### src/hdl/sfd_pkg.sv
// sfd_pkg: shared types and constants for the slip frame decoder
// holds event kinds, register indexes, reset values and the config struct
// no dependencies
`timescale 1ns / 1ps

package sfd_pkg;

  localparam int SFD_MAX_FRAME_DEF = 256;

  localparam int SFD_BYTE_W  = 8;
  localparam int SFD_INDEX_W = 9;
  localparam int SFD_ADDR_W  = 5;
  localparam int SFD_DATA_W  = 32;

  typedef enum logic [2:0] {
    EV_DATA     = 3'd0,
    EV_START    = 3'd1,
    EV_END      = 3'd2,
    EV_BADESC   = 3'd3,
    EV_OVERFLOW = 3'd4
  } sfd_event_t;

  localparam logic [2:0] REG_START_CODE      = 3'd0;
  localparam logic [2:0] REG_END_CODE        = 3'd1;
  localparam logic [2:0] REG_ESCAPE_CODE     = 3'd2;
  localparam logic [2:0] REG_ESC_END_CODE    = 3'd3;
  localparam logic [2:0] REG_ESC_ESCAPE_CODE = 3'd4;
  localparam logic [2:0] REG_ESC_START_CODE  = 3'd5;

  localparam logic [7:0] RST_START_CODE      = 8'd171;
  localparam logic [7:0] RST_END_CODE        = 8'd192;
  localparam logic [7:0] RST_ESCAPE_CODE     = 8'd219;
  localparam logic [7:0] RST_ESC_END_CODE    = 8'd220;
  localparam logic [7:0] RST_ESC_ESCAPE_CODE = 8'd221;
  localparam logic [7:0] RST_ESC_START_CODE  = 8'd222;

  typedef struct packed {
    logic [7:0] start_code;
    logic [7:0] end_code;
    logic [7:0] escape_code;
    logic [7:0] escaped_end_code;
    logic [7:0] escaped_escape_code;
    logic [7:0] escaped_start_code;
  } sfd_cfg_t;

endpackage

### src/hdl/slip_frame_decoder.sv
// slip_frame_decoder: an accepted byte is held in the input register, then its result in the result register
// throughput one byte per cycle while out_tready takes each result; set by the input register and result register pair
// an escape byte produces no result and leaves the result register untouched
// rst_n synchronous active low: codes return to defaults, escape flag and length clear
// depends on sfd_pkg and sfd_regs
`timescale 1ns / 1ps

module slip_frame_decoder
  import sfd_pkg::*;
#(
  parameter int MAX_FRAME = SFD_MAX_FRAME_DEF
) (
  input  logic                  clk,
  input  logic                  rst_n,
  input  logic                  cfg_psel,
  input  logic                  cfg_penable,
  input  logic                  cfg_pwrite,
  input  logic [SFD_ADDR_W-1:0] cfg_paddr,
  input  logic [SFD_DATA_W-1:0] cfg_pwdata,
  output logic [SFD_DATA_W-1:0] cfg_prdata,
  output logic                  cfg_pready,
  input  logic                  in_tvalid,
  output logic                  in_tready,
  input  logic [7:0]            in_tdata,   // [7:0] raw_byte
  output logic                  out_tvalid,
  input  logic                  out_tready,
  output logic [23:0]           out_tdata,  // [7:0] data_byte, [16:8] byte_index, [23:17] zero
  output logic [2:0]            out_tuser   // [2:0] event_kind
);

  localparam int FCW = $clog2(MAX_FRAME + 1);

  sfd_cfg_t cfg;

  sfd_regs u_regs (
    .clk         (clk),
    .rst_n       (rst_n),
    .cfg_psel    (cfg_psel),
    .cfg_penable (cfg_penable),
    .cfg_pwrite  (cfg_pwrite),
    .cfg_paddr   (cfg_paddr),
    .cfg_pwdata  (cfg_pwdata),
    .cfg_prdata  (cfg_prdata),
    .cfg_pready  (cfg_pready),
    .cfg         (cfg)
  );

  logic                   stg_valid_r;
  logic [SFD_BYTE_W-1:0]  stg_byte_r;
  logic                   pend_r, pend_nxt;
  logic [FCW-1:0]         fc_r, fc_nxt;
  logic                   out_valid_r;
  sfd_event_t             out_kind_r, kind_nxt;
  logic [SFD_BYTE_W-1:0]  out_data_r, data_nxt;
  logic [SFD_INDEX_W-1:0] out_index_r, index_nxt;

  logic                         has_res;
  logic                         store;
  logic [SFD_BYTE_W-1:0]        store_val;
  logic                         adv;
  logic [FCW+SFD_INDEX_W-1:0]   fc_ext;
  logic [SFD_INDEX_W-1:0]       fc_idx;
  logic [FCW+SFD_INDEX_W-1:0]   max_ext;
  logic [SFD_INDEX_W-1:0]       max_idx;

  assign fc_ext  = {{SFD_INDEX_W{1'b0}}, fc_r};
  assign fc_idx  = fc_ext[SFD_INDEX_W-1:0];
  assign max_ext = {{SFD_INDEX_W{1'b0}}, FCW'(MAX_FRAME)};
  assign max_idx = max_ext[SFD_INDEX_W-1:0];

  always_comb begin
    has_res   = 1'b0;
    store     = 1'b0;
    store_val = '0;
    kind_nxt  = EV_DATA;
    data_nxt  = '0;
    index_nxt = fc_idx;
    pend_nxt  = pend_r;
    fc_nxt    = fc_r;
    if (pend_r) begin
      pend_nxt = 1'b0;
      has_res  = 1'b1;
      if (stg_byte_r == cfg.escaped_end_code) begin
        store     = 1'b1;
        store_val = cfg.end_code;
      end else if (stg_byte_r == cfg.escaped_escape_code) begin
        store     = 1'b1;
        store_val = cfg.escape_code;
      end else if (stg_byte_r == cfg.escaped_start_code) begin
        store     = 1'b1;
        store_val = cfg.start_code;
      end else begin
        kind_nxt = EV_BADESC;
      end
    end else if (stg_byte_r == cfg.start_code) begin
      has_res   = 1'b1;
      fc_nxt    = '0;
      kind_nxt  = EV_START;
      index_nxt = '0;
    end else if (stg_byte_r == cfg.end_code) begin
      has_res  = 1'b1;
      kind_nxt = EV_END;
    end else if (stg_byte_r == cfg.escape_code) begin
      pend_nxt = 1'b1;
    end else begin
      has_res   = 1'b1;
      store     = 1'b1;
      store_val = stg_byte_r;
    end
    if (store) begin
      if (fc_r < FCW'(MAX_FRAME)) begin
        kind_nxt = EV_DATA;
        data_nxt = store_val;
        fc_nxt   = fc_r + FCW'(1);
      end else begin
        kind_nxt = EV_OVERFLOW;
      end
    end
  end

  assign adv       = stg_valid_r & (~has_res | ~out_valid_r | out_tready);
  assign in_tready = ~stg_valid_r | adv;

  always_ff @(posedge clk) begin
    if (!rst_n) begin
      stg_valid_r <= 1'b0;
      pend_r      <= 1'b0;
      fc_r        <= '0;
      out_valid_r <= 1'b0;
    end else begin
      if (in_tready) begin
        stg_valid_r <= in_tvalid;
      end
      if (adv) begin
        pend_r <= pend_nxt;
        fc_r   <= fc_nxt;
      end
      if (adv && has_res) begin
        out_valid_r <= 1'b1;
      end else if (out_tready) begin
        out_valid_r <= 1'b0;
      end
    end
  end

  always_ff @(posedge clk) begin
    if (in_tready && in_tvalid) begin
      stg_byte_r <= in_tdata;
    end
    if (adv && has_res) begin
      out_kind_r  <= kind_nxt;
      out_data_r  <= data_nxt;
      out_index_r <= index_nxt;
    end
  end

  assign out_tvalid = out_valid_r;
  assign out_tdata  = {7'd0, out_index_r, out_data_r};
  assign out_tuser  = out_kind_r;

  a_fc_bound: assert property (@(posedge clk) disable iff (!rst_n)
    fc_r <= FCW'(MAX_FRAME))
    else $error("frame length beyond limit");

  a_ovf_index: assert property (@(posedge clk) disable iff (!rst_n)
    out_valid_r && out_kind_r == EV_OVERFLOW |-> out_index_r == max_idx && out_data_r == '0)
    else $error("overflow result with wrong index or data");

  a_start_zero: assert property (@(posedge clk) disable iff (!rst_n)
    out_valid_r && out_kind_r == EV_START |-> out_index_r == '0 && out_data_r == '0)
    else $error("start result not zeroed");

  a_start_clears: assert property (@(posedge clk) disable iff (!rst_n)
    adv && !pend_r && stg_byte_r == cfg.start_code |=> fc_r == '0 && !pend_r)
    else $error("start code did not restart frame");

  a_esc_silent: assert property (@(posedge clk) disable iff (!rst_n)
    adv && pend_nxt |=> pend_r && $stable(out_kind_r) && $stable(out_index_r))
    else $error("escape byte disturbed result register");

endmodule

### src/hdl/sfd_regs.sv
// sfd_regs: apb-style register file holding the framing codes
// depends on sfd_pkg for register indexes, reset values and sfd_cfg_t
`timescale 1ns / 1ps

module sfd_regs
  import sfd_pkg::*;
(
  input  logic                  clk,
  input  logic                  rst_n,
  input  logic                  cfg_psel,
  input  logic                  cfg_penable,
  input  logic                  cfg_pwrite,
  input  logic [SFD_ADDR_W-1:0] cfg_paddr,
  input  logic [SFD_DATA_W-1:0] cfg_pwdata,
  output logic [SFD_DATA_W-1:0] cfg_prdata,
  output logic                  cfg_pready,
  output sfd_cfg_t              cfg
);

  sfd_cfg_t   cfg_r;
  logic       wr_en;
  logic [2:0] reg_idx;
  logic [7:0] rd_byte;

  assign cfg_pready = 1'b1;
  assign wr_en      = cfg_psel & cfg_penable & cfg_pwrite & cfg_pready;
  assign reg_idx    = cfg_paddr[SFD_ADDR_W-1:2];

  always_ff @(posedge clk) begin
    if (!rst_n) begin
      cfg_r.start_code          <= RST_START_CODE;
      cfg_r.end_code            <= RST_END_CODE;
      cfg_r.escape_code         <= RST_ESCAPE_CODE;
      cfg_r.escaped_end_code    <= RST_ESC_END_CODE;
      cfg_r.escaped_escape_code <= RST_ESC_ESCAPE_CODE;
      cfg_r.escaped_start_code  <= RST_ESC_START_CODE;
    end else if (wr_en) begin
      case (reg_idx)
        REG_START_CODE:      cfg_r.start_code          <= cfg_pwdata[7:0];
        REG_END_CODE:        cfg_r.end_code            <= cfg_pwdata[7:0];
        REG_ESCAPE_CODE:     cfg_r.escape_code         <= cfg_pwdata[7:0];
        REG_ESC_END_CODE:    cfg_r.escaped_end_code    <= cfg_pwdata[7:0];
        REG_ESC_ESCAPE_CODE: cfg_r.escaped_escape_code <= cfg_pwdata[7:0];
        REG_ESC_START_CODE:  cfg_r.escaped_start_code  <= cfg_pwdata[7:0];
        default: ;
      endcase
    end
  end

  always_comb begin
    case (reg_idx)
      REG_START_CODE:      rd_byte = cfg_r.start_code;
      REG_END_CODE:        rd_byte = cfg_r.end_code;
      REG_ESCAPE_CODE:     rd_byte = cfg_r.escape_code;
      REG_ESC_END_CODE:    rd_byte = cfg_r.escaped_end_code;
      REG_ESC_ESCAPE_CODE: rd_byte = cfg_r.escaped_escape_code;
      REG_ESC_START_CODE:  rd_byte = cfg_r.escaped_start_code;
      default:             rd_byte = 8'd0;
    endcase
  end

  assign cfg_prdata = {{(SFD_DATA_W-8){1'b0}}, rd_byte};
  assign cfg       = cfg_r;

endmodule

### config.mk
export PLATFORM = sky130hd
export DESIGN_NAME = slip_frame_decoder
export DESIGN_NICKNAME = d
export VERILOG_FILES = /design/src/hdl/sfd_pkg.sv /design/src/hdl/slip_frame_decoder.sv /design/src/hdl/sfd_regs.sv
export SDC_FILE = /design/constraint.sdc
export NUM_CORES = 1
export LEC_CHECK = 0
export BUFFER_PORTS_ARGS = -buffer_cell sky130_fd_sc_hd__buf_2
export CAP_MARGIN = 30
export CORE_MARGIN = 2
export CORE_UTILIZATION = 45
export CTS_CLUSTER_DIAMETER = 100
export CTS_CLUSTER_SIZE = 8
export DETAILED_ROUTE_END_ITERATION = 10
export HOLD_SLACK_MARGIN = 0.15
export PLACE_DENSITY_LB_ADDON = 0.1
export SKIP_LAST_GASP = 1
export SLEW_MARGIN = 5
export SYNTH_ARGS = -nofsm -noshare
export SYNTH_HDL_FRONTEND = slang
export SYNTH_SLANG_ARGS = --single-unit
### constraint.sdc
create_clock -name clk -period 3.15 [get_ports clk]
set_input_delay 0.315 -clock clk [delete_from_list [all_inputs] [get_ports clk]]
set_output_delay 0.315 -clock clk [all_outputs]
set_load 0.02 [all_outputs]
==> results of run 1 <==
[power by group through the flow]
| stage | Sequential [uW] | Clock, uW | Combinational (uW) |
|---|---|---|---|
| after floorplan | 1250 | 0 | 225 |
| after global placement | 1260 | 0 | 258 |
| after detailed placement | 1260 | 0 | 261 |
| after CTS | 1230 | 897 | 269 |
| after global routing | 1240 | 939 | 295 |
| final | 1230 | 876 | 270 |
[metal layers]
| layer | part of all wire [%] | routed length (um) | GRT usage, % |
|---|---|---|---|
| met4 | 1.8 | 228 | 7.88 |
| met2 | 46 | 5720 | 33.6 |
| met3 | 5.8 | 724 | 3.89 |
| met1 | 46 | 5710 | 30.1 |
| met5 | 0 | 0 | 0 |
[state kept, by name (all words and copies together), names as in the netlist]
name         cells
out_tvalid       1
fc_idx           9
out_index_r      9
stg_byte_r       8
pend_r           1
out_data_r       8
u_regs.cfg      48
out_tuser        3
stg_valid_r      1
[stage by stage]
stage	hold WS, ns	total power, uW
5_1_grt	0.186	2470
3_5_place_dp	0.474	1520
6_report	0.166	2380
2_1_floorplan	0.414	1480
4_1_cts	0.154	2400
3_3_place_gp	0.472	1520
[synth_stat cells (3+ instances only)]
cell type,n
a221oi_1,4
nand2_2,3
mux2_2,8
o21ai_0,8
nand3_1,31
a221o_1,4
o22ai_1,6
a211o_1,6
nor2_1,27
nor2b_1,14
mux2i_1,20
inv_1,9
edfxtp_1,28
clkbuf_1,15
and3_1,7
buf_6,7
nand2_1,89
o211ai_1,4
buf_2,3
a21oi_1,20
xnor2_1,8
buf_1,3
buf_4,34
nand2b_1,4
a22oi_1,7
nor4_2,12
nand4b_4,3
xor2_1,40
dfxtp_1,60
nor4_1,3
[area by class of cell]
type | count | share of cell area, %
multi-input cells | 395 | 47.1
flip-flops and latches | 88 | 37.4
repair buffers | 69 | 7.34
clock buffers | 12 | 3.65
well taps | 140 | 3.21
inverters | 10 | 0.688
clock inverters | 4 | 0.642
[timing repair]
| item | CTS | global route |
|---|---|---|
| setup buffers | 0 | 0 |
| hold buffers | 8 | 0 |
| endpoints found under the hold margin | 8 | 0 |
[worst paths after layout]
| kind | end | slack (ns) |
|---|---|---|
| worst min-delay path | stg_valid_r | 0.17 |
| worst min register to register | u_regs.cfg[21] | 0.49 |
| worst max-delay path | in_tready | 0.46 |
| worst max register to register | out_data_r[4] | 0.64 |
[kinds of logic (layout without fill, tap and decap cells)]
logic type	Yosys count	in the layout	synth area share (%)
and+or+nand+nor	206	206	22.3
DFF	88	88	41.2
AOI/OAI and AO/OA	78	78	11.6
buffers and inverters	72	95	9.17
xor gates and xnor gates	48	48	8.49
muxes	30	30	6.77
other	2	32	0.152
adders and majority gates	1	1	0.253
==> Flow_metrics.wiki, run 1 <==
{| class="wikitable"
! Metric !! Value
|-
| Status || finished, final reports clean
|-
| Number of standard cells after synthesis || 525
|-
| Final setup viols || 0
|-
| Design internal power || 1730 uW
|-
| Setup repair after global routing missed its margin || false
|-
| Crit-path leading delay family || simple AND/OR/NAND/NOR gates
|-
| Antenna violations before repair || 0
|-
| Row count || 38
|-
| CP Class || flip-flop to output port
|-
| Synthesis-stage register bit count || 88
|-
| Fraction of registers with async set or reset after synthesis || 0%
|-
| Number of max-slew violations in the final report || 0
|-
| Worst Min Path Start || in_tvalid
|-
| Setup TNS || 0 ns
|-
| Proportion of netlist area held by the largest area contributor || 24.3%
|-
| Hold Path Cell Cnt || 2
|-
| Chip Height || 109 um
|-
| Number of flops mapped to enable cells by yosys || 28
|-
| Final-report hold violation count || 0
|-
| Startpoint class of the critical path || flip-flop
|-
| Period minus WS final || 2.69 ns
|-
| Power density relative to cell area || 436 nW/um^2
|-
| Pin count of the biggest net entering global routing || 37
|-
| Worst-Skew Late Latency || 0.38 ns
|-
| Commonest cells after routing, fill and taps aside || nand2_1 (89), dfxtp_1 (60), buf_2 (55)
|-
| GRT Residual Overflow || 0
|-
| Router iterations before antenna repair || 5
|-
| Antenna Diode Count || 0
|-
| Total I/O pin count || 114
|-
| Slowest stage cell, crit path || edfxtp_1
|-
| Worst setup startpoint || stg_byte_r[6]
|-
| Drt initial violations || 307
|-
| Final-stage net count || 626
|-
| Final non-filler cell area || 5460 sq um
|-
| Overall routed net length || 12400 um
|-
| Library cell with the largest summed area after synthesis || dfxtp_1
|-
| PostCTS Resize Cnt || 0
|-
| Number of global-route vias before repair || 3547
|-
| Master cell of the clock root buffer || clkbuf_8
|-
| Clock transition at the registers of the reported paths || 0.10 ns
|-
| Max transition margin || 51.6%
|-
| Area enclosed by the die boundary || 11900 sq um
|-
| Worst-Margin Slew || 0.722 ns
|-
| CP Data Arrival Time || 2.37 ns
|-
| Post-Route Skew || 0.0124 ns
|-
| Count of buffers inserted at the top-level ports || 55
|-
| Worst Setup Slack, final || 0.462 ns
|-
| Biggest cell delay along the critical path || 0.60 ns
|-
| Area of the multi-input gates || 2570 sq um
|-
| Total via count after detailed routing || 3887
|-
| Final Instance Count excl. Fillers || 718
|-
| R2R depth || 7
|-
| Critical Path End Type || output port
|-
| Initial core utilization || 45.9%
|-
| Post-placement cell count || 694
|-
| Fmax || 0.372 GHz
|-
| Cell area after synthesis || 4950 sq um
|-
| Fraction of final layout cells with drive strength greater than 1 || 20.1%
|-
| Worst slack at placement || 0.703 ns
|-
| Share of the yosys chip area belonging to registers || 41.2%
|-
| Number of filler instances in the final layout || 1038
|-
| Total routing usage reported by global routing || 21.6%
|-
| Crit Reg-Reg Startpoint || stg_byte_r[5]
|-
| Worst supply voltage drop on vdd || 0.232 mV
|-
| Routed Antenna Nets || 0
|-
| Number of CTS-inserted buffers || 9
|-
| Number of remaining DRC errors || 0
|-
| Core box area || 10800 sq um
|-
| Maximum capacitance violations || 0
|-
| CTS tree || yes
|-
| Number of warnings printed during yosys synthesis || 0
|-
| Wire length of the first global-routing pass || 19100 um
|-
| Most frequent standard cell in the layout excluding fill and tap cells || nand2_1
|-
| Class of the most critical hold timing path || input port to flip-flop
|-
| Cell types with the largest area share after synthesis || dfxtp_1 (24%), edfxtp_1 (17%), xor2_1 (7.1%), nand2_1 (6.7%), buf_4 (5.2%)
|-
| Proportion of total power due to net switching || 27.3%
|-
| Clock power share || 36.8%
|-
| Number of cells on the critical path || 8
|-
| Final Cycle Share || 85.3%
|-
| Number of distinct library cells after synthesis || 59
|-
| CP Buf/Inv Count || 2
|-
| Static leakage || 0.00222 uW
|-
| Horizontal die dimension || 109 um
|-
| P_sw || 650 uW
|-
| Core Util, Final || 50.6%
|-
| Clock H-tree levels || 3
|-
| Crit path required time || 2.83 ns
|-
| Hpwl dp || 9010 um
|-
| Synth-to-layout area growth || 10.2%
|-
| Storage cell area || 2040 sq um
|-
| Cells traversed along the worst timing path || xor2_1, nor4_2, nand2_2, nand4b_4, nand2_1, nor2_1, inv_1, buf_2
|-
| Worst Path Max Fanout || 7
|-
| Via count normalized by instance count || 5.41
|-
| Area after DPL || 5140 sq um
|-
| Placer's final routability congestion estimate || 0.889
|-
| Average routed wire per standard cell || 17.2 um
|-
| Primary flip-flop cell chosen by synthesis mapping || dfxtp_1
|-
| Buffer depth of the longest clock path || 2
|-
| Combinational share of power || 11.4%
|-
| Clock net sink count || 88
|-
| Average cell area after synthesis || 9.43 sq um
|-
| Sequential power share || 51.8%
|}
No activity file was read; power rests on OpenSTA's default activity.
==> run 2: changes to the inputs <==
--- a/config.mk
+++ b/config.mk
@@ -8,7 +8,7 @@
 export BUFFER_PORTS_ARGS = -buffer_cell sky130_fd_sc_hd__buf_2
 export CAP_MARGIN = 30
 export CORE_MARGIN = 2
-export CORE_UTILIZATION = 45
+export CORE_UTILIZATION = 54
 export CTS_CLUSTER_DIAMETER = 100
 export CTS_CLUSTER_SIZE = 8
 export DETAILED_ROUTE_END_ITERATION = 10
==> run 2 against run 1 <==
Routed wire length shrank 0.36%. Sequential cell count is the same. Critical path depth is the same. Clock skew shrank 0.0011 ns. Final cell count shrank 4.6%. Maximum frequency shrank 1.8%.
==> Flow_metrics.wiki, run 2 (synthesized netlist as in run 1, its figures left out) <==
{| class="wikitable"
! Metric !! Value
|-
| CP Data Arrival Time || 2.42 ns
|-
| Max transition margin || 47.5%
|-
| Routed Antenna Nets || 0
|-
| R2R depth || 7
|-
| Critical Path End Type || output port
|-
| Setup slack of the worst register-to-register path || 0.54 ns
|-
| Setup fix buffers added after clock tree synthesis || 0
|-
| Chip Height || 99.8 um
|-
| GRT Residual Overflow || 0
|-
| Router iterations before antenna repair || 5
|-
| Average routed wire per standard cell || 18.0 um
|-
| Placer's final routability congestion estimate || 0.958
|-
| Number of max-slew violations in the final report || 0
|-
| Master cell of the clock root buffer || clkbuf_8
|-
| Total routing usage reported by global routing || 25.2%
|-
| Crit path required time || 2.83 ns
|-
| Clock transition at the registers of the reported paths || 0.09 ns
|-
| Antenna violations before repair || 0
|-
| Most frequent standard cell in the layout excluding fill and tap cells || nand2_1
|-
| Via count normalized by instance count || 5.69
|-
| Period minus WS final || 2.74 ns
|-
| Hpwl dp || 8810 um
|-
| Antenna Diode Count || 0
|-
| Clock net sink count || 88
|-
| Buffer depth of the longest clock path || 2
|-
| Initial core utilization || 56.2%
|-
| Worst-Skew Late Latency || 0.37 ns
|-
| Final-stage net count || 625
|-
| Synth-to-layout area growth || 8.42%
|-
| Total I/O pin count || 114
|-
| Setup TNS || 0 ns
|-
| Clock H-tree levels || 3
|-
| Cells traversed along the worst timing path || xor2_1, nor4_2, nand2_2, nand4b_4, nand2_1, nor2_1, inv_1, buf_2
|-
| Static leakage || 0.00219 uW
|-
| Max reg flops || 48
|-
| Hold Buf Count CTS || 8
|-
| CP Class || flip-flop to output port
|-
| Number of CTS-inserted buffers || 9
|-
| Drt initial violations || 330
|-
| Area enclosed by the die boundary || 9950 sq um
|-
| Commonest cells after routing, fill and taps aside || nand2_1 (89), dfxtp_1 (60), buf_2 (55)
|-
| Startpoint class of the critical path || flip-flop
|-
| Fraction of final layout cells with drive strength greater than 1 || 19.6%
|-
| CTS tree || yes
|-
| Setup repair after global routing missed its margin || false
|-
| Worst supply voltage drop on vdd || 0.263 mV
|-
| Final setup viols || 0
|-
| Number of remaining DRC errors || 0
|-
| Class of the most critical hold timing path || input port to flip-flop
|-
| Post-Route Skew || 0.0112 ns
|-
| Hold Path Cell Cnt || 2
|-
| Capturing point of the worst reg2reg path || out_data_r[2]
|-
| Row count || 34
|-
| Slowest stage cell, crit path || edfxtp_1
|-
| Wire length of the first global-routing pass || 19000 um
|-
| Maximum capacitance violations || 0
|-
| Biggest cell delay along the critical path || 0.62 ns
|-
| Pin count of the biggest net entering global routing || 37
|-
| PostCTS Resize Cnt || 0
|-
| Power density relative to cell area || 425 nW/um^2
|-
| Core Util, Final || 61.0%
|-
| Final Cycle Share || 86.9%
|-
| Final Power || 2280 uW
|-
| Worst Min Path Start || in_tvalid
|-
| Fmax || 0.365 GHz
|-
| Status || finished, final reports clean
|-
| Worst-Margin Slew || 0.787 ns
|-
| Total via count after detailed routing || 3896
|-
| End point of the worst hold path || stg_valid_r
|-
| Overall routed net length || 12300 um
|-
| Worst Path Max Fanout || 7
|-
| Count of buffers inserted at the top-level ports || 55
|-
| Core box area || 8810 sq um
|-
| Number of global-route vias before repair || 3532
|-
| Crit Reg-Reg Startpoint || stg_byte_r[6]
|-
| Final-report hold violation count || 0
|-
| Horizontal die dimension || 99.8 um
|-
| Worst setup startpoint || stg_byte_r[6]
|}
==> run 2: cell types whose count changed in the layout (fill, tap and decap cells not counted) <==
cell / change
clkbuf_8: +1
inv_8: -1
clkbuf_16: -2
clkinvlp_4: +1
clkinv_4: -1
clkbuf_1: +2
buf_4: -1
==> run 2: area by class of cell <==
type / count / area [sq um]
Clock buffer: 13 / 170
Clock inverter: 3 / 22.5
Fill cell: 771 / 3440
Inverter: 10 / 37.5
Multi-Input combinational cell: 395 / 2570
Sequential cell: 88 / 2040
Tap cell: 108 / 135
Timing Repair Buffer: 68 / 393
==> run 2: critical path: cells and delay by family (launching register included) <==
| kind | cells | cell delay (ns) |
|---|---|---|
| xor gates and xnor gates | 1 | 0.24 |
| DFF | 1 | 0.62 |
| and+or+nand+nor | 5 | 0.96 |
| buffers and inverters | 2 | 0.22 |
==> run 2: metal layers <==
| layer | vias to the layer above | wire, um | global-route usage (%) |
|---|---|---|---|
| li1 | 1863 | - | - |
| met2 | 168 | 5240 | 36.3 |
| met4 | 0 | 276 | 9.69 |
| met3 | 19 | 822 | 3.94 |
| met5 | - | 0 | 0 |
| met1 | 1846 | 5990 | 38.0 |
==> run 2: through the flow <==
stage	instances	cell area, sq um	hold slack, ns	worst slack (ns)
finish	685	5370	0.174	0.413
global route	685	5370	0.174	0.263
CTS	685	5370	0.171	0.394
detailed placement	661	5090	0.486	0.658
global placement	661	5090	0.474	0.728
floorplan	555	5060	0.414	0.574
==> run 2: how the worst max path moves through the flow <==
stage	endpoint	slack, ns
final	in_tready	0.41
after global routing	in_tready	0.26
after CTS	in_tready	0.39
after detailed placement	out_data_r[2]	0.66
after global placement	fc_idx[3]	0.73
after floorplan	out_data_r[0]	0.57
==> run 2: power breakdown <==
part           leakage [uW]  total (uW)  switching, uW  internal (uW)
Combinational       0.00134         270            180           89.9
Sequential         0.000752        1230           35.6           1200
Clock             0.0000957         777            416            361
Total               0.00219        2280            632           1650
==> run 3: changes to the inputs <==
--- a/config.mk
+++ b/config.mk
@@ -5,7 +5,7 @@
 export SDC_FILE = /design/constraint.sdc
 export NUM_CORES = 1
 export LEC_CHECK = 0
-export BUFFER_PORTS_ARGS = -buffer_cell sky130_fd_sc_hd__buf_2
+export BUFFER_PORTS_ARGS = -buffer_cell sky130_fd_sc_hd__buf_4
 export CAP_MARGIN = 30
 export CORE_MARGIN = 2
 export CORE_UTILIZATION = 54
==> run 3 against run 2 <==
Worst hold slack worse by 0.0026 ns. Register-to-register slack worse by 0.02 ns. Non-clock buffer count down 1. Power rose by 0.86%. Die area unchanged. Critical path depth did not move. Largest power group unchanged.
==> Flow_metrics.wiki, run 3 (synthesized netlist as in run 1, its figures left out) <==
{| class="wikitable"
! Metric !! Value
|-
| Wire length of the first global-routing pass || 19500 um
|-
| Storage cell area || 2040 sq um
|-
| Static leakage || 0.00224 uW
|-
| Drt initial violations || 296
|-
| CP Class || flip-flop to output port
|-
| Area enclosed by the die boundary || 9950 sq um
|-
| Buffer depth of the longest clock path || 2
|-
| Initial core utilization || 56.2%
|-
| Class of the most critical hold timing path || input port to flip-flop
|-
| Post-placement cell count || 660
|-
| Crit path required time || 2.83 ns
|-
| Placer's final routability congestion estimate || 0.944
|-
| Total via count after detailed routing || 3973
|-
| Number of remaining DRC errors || 0
|-
| Worst hold margin || 0.171 ns
|-
| Clock net sink count || 88
|-
| Antenna violations before repair || 0
|-
| Router iterations before antenna repair || 5
|-
| Final setup viols || 0
|-
| P_sw || 616 uW
|-
| Number of global-route vias before repair || 3566
|-
| Core box area || 8810 sq um
|-
| PostCTS Resize Cnt || 0
|-
| Routed Antenna Nets || 0
|-
| Max reg flops || 48
|-
| Pin count of the biggest net entering global routing || 38
|-
| Most frequent standard cell in the layout excluding fill and tap cells || nand2_1
|-
| Maximum capacitance violations || 0
|-
| Number of CTS-inserted buffers || 9
|-
| Via count normalized by instance count || 5.81
|-
| Area of the multi-input gates || 2570 sq um
|-
| Setup fix buffers added after clock tree synthesis || 0
|-
| Hpwl dp || 9040 um
|-
| Power density relative to cell area || 418 nW/um^2
|-
| Worst-Margin Slew || 0.818 ns
|-
| Final-stage net count || 624
|-
| Overall routed net length || 12700 um
|-
| Post-Route Skew || 0.00832 ns
|-
| Proportion of total power due to net switching || 26.8%
|-
| Core Util, Final || 62.5%
|-
| Chip Height || 99.8 um
|-
| Fraction of final layout cells with drive strength greater than 1 || 19.4%
|-
| Final-report hold violation count || 0
|-
| Count of buffers inserted at the top-level ports || 55
|-
| Clock H-tree levels || 3
|-
| Setup repair after global routing missed its margin || false
|-
| Max transition margin || 45.4%
|-
| Area after DPL || 5230 sq um
|-
| Row count || 34
|-
| CTS tree || yes
|-
| Synth-to-layout area growth || 11.1%
|-
| Hold Buf Count CTS || 8
|-
| Design internal power || 1680 uW
|-
| GRT Residual Overflow || 0
|-
| Final Instance Count excl. Fillers || 684
|-
| Status || finished, final reports clean
|-
| Sequential power share || 53.7%
|-
| Commonest cells after routing, fill and taps aside || nand2_1 (89), dfxtp_1 (60), buf_4 (59)
|-
| Master cell of the clock root buffer || clkbuf_8
|-
| Worst Path Max Fanout || 7
|-
| Clock transition at the registers of the reported paths || 0.09 ns
|-
| Number of filler instances in the final layout || 752
|-
| Total I/O pin count || 114
|-
| Final Cycle Share || 87.5%
|-
| Worst supply voltage drop on vdd || 0.289 mV
|-
| Number of max-slew violations in the final report || 0
|-
| Critical Path End Type || output port
|-
| Horizontal die dimension || 99.8 um
|-
| Total routing usage reported by global routing || 25.8%
|-
| Startpoint class of the critical path || flip-flop
|-
| CP Data Arrival Time || 2.44 ns
|-
| Final non-filler cell area || 5500 sq um
|-
| Fmax || 0.363 GHz
|-
| Average routed wire per standard cell || 18.5 um
|-
| Clock power share || 33.7%
|-
| Worst-Skew Late Latency || 0.36 ns
|-
| Antenna Diode Count || 0
|-
| Combinational share of power || 12.6%
|-
| Setup TNS || 0 ns
|-
| Period minus WS final || 2.75 ns
|}
run 3: power by group through the flow:
stage / Clock [uW] / Combinational [uW] / Sequential [uW]
after CTS: 784 / 287 / 1230
after global routing: 827 / 310 / 1240
after global placement: 0 / 276 / 1260
final: 775 / 290 / 1230
after floorplan: 0 / 225 / 1250
after detailed placement: 0 / 279 / 1260
run 3: stage by stage:
step,setup slack [ns],power (uW)
6_report,0.395,2300
2_1_floorplan,0.574,1480
3_3_place_gp,0.587,1530
5_1_grt,0.256,2370
4_1_cts,0.414,2300
3_5_place_dp,0.521,1540
run 3: area by class of cell:
type                    instances  share of cell area (%)
multi-input cells             395                    46.7
inverters                      10                   0.682
clock buffers                  14                    3.34
repair buffers                 67                    9.51
clock inverters                 2                   0.227
well taps                     108                    2.46
flip-flops and latches         88                    37.1
run 3: path summary, 6_finish.rpt:
check,from,endpoint,slack [ns],cells past startpoint
max,stg_byte_r[7],in_tready,0.40,8
min reg2reg,u_regs.cfg[17],u_regs.cfg[17],0.50,2
min,in_tvalid,stg_valid_r,0.17,2
max reg2reg,stg_byte_r[7],stg_byte_r[2],0.52,7
run 3: worst max-delay path, cell delays in order (launching register included):
cell and delay, ns:
edfxtp_1 0.62, xor2_1 0.24, nor4_2 0.38, nand2_2 0.19, nand4b_4 0.18, nand2_1 0.08
nor2_1 0.16, inv_1 0.06, buf_4 0.16
run 3: metal layers:
metal | wire length [um] | GRT usage (%)
met5 | 0 | 0
met4 | 303 | 9.91
met3 | 1050 | 5.06
met2 | 5510 | 37.3
met1 | 5790 | 38.2
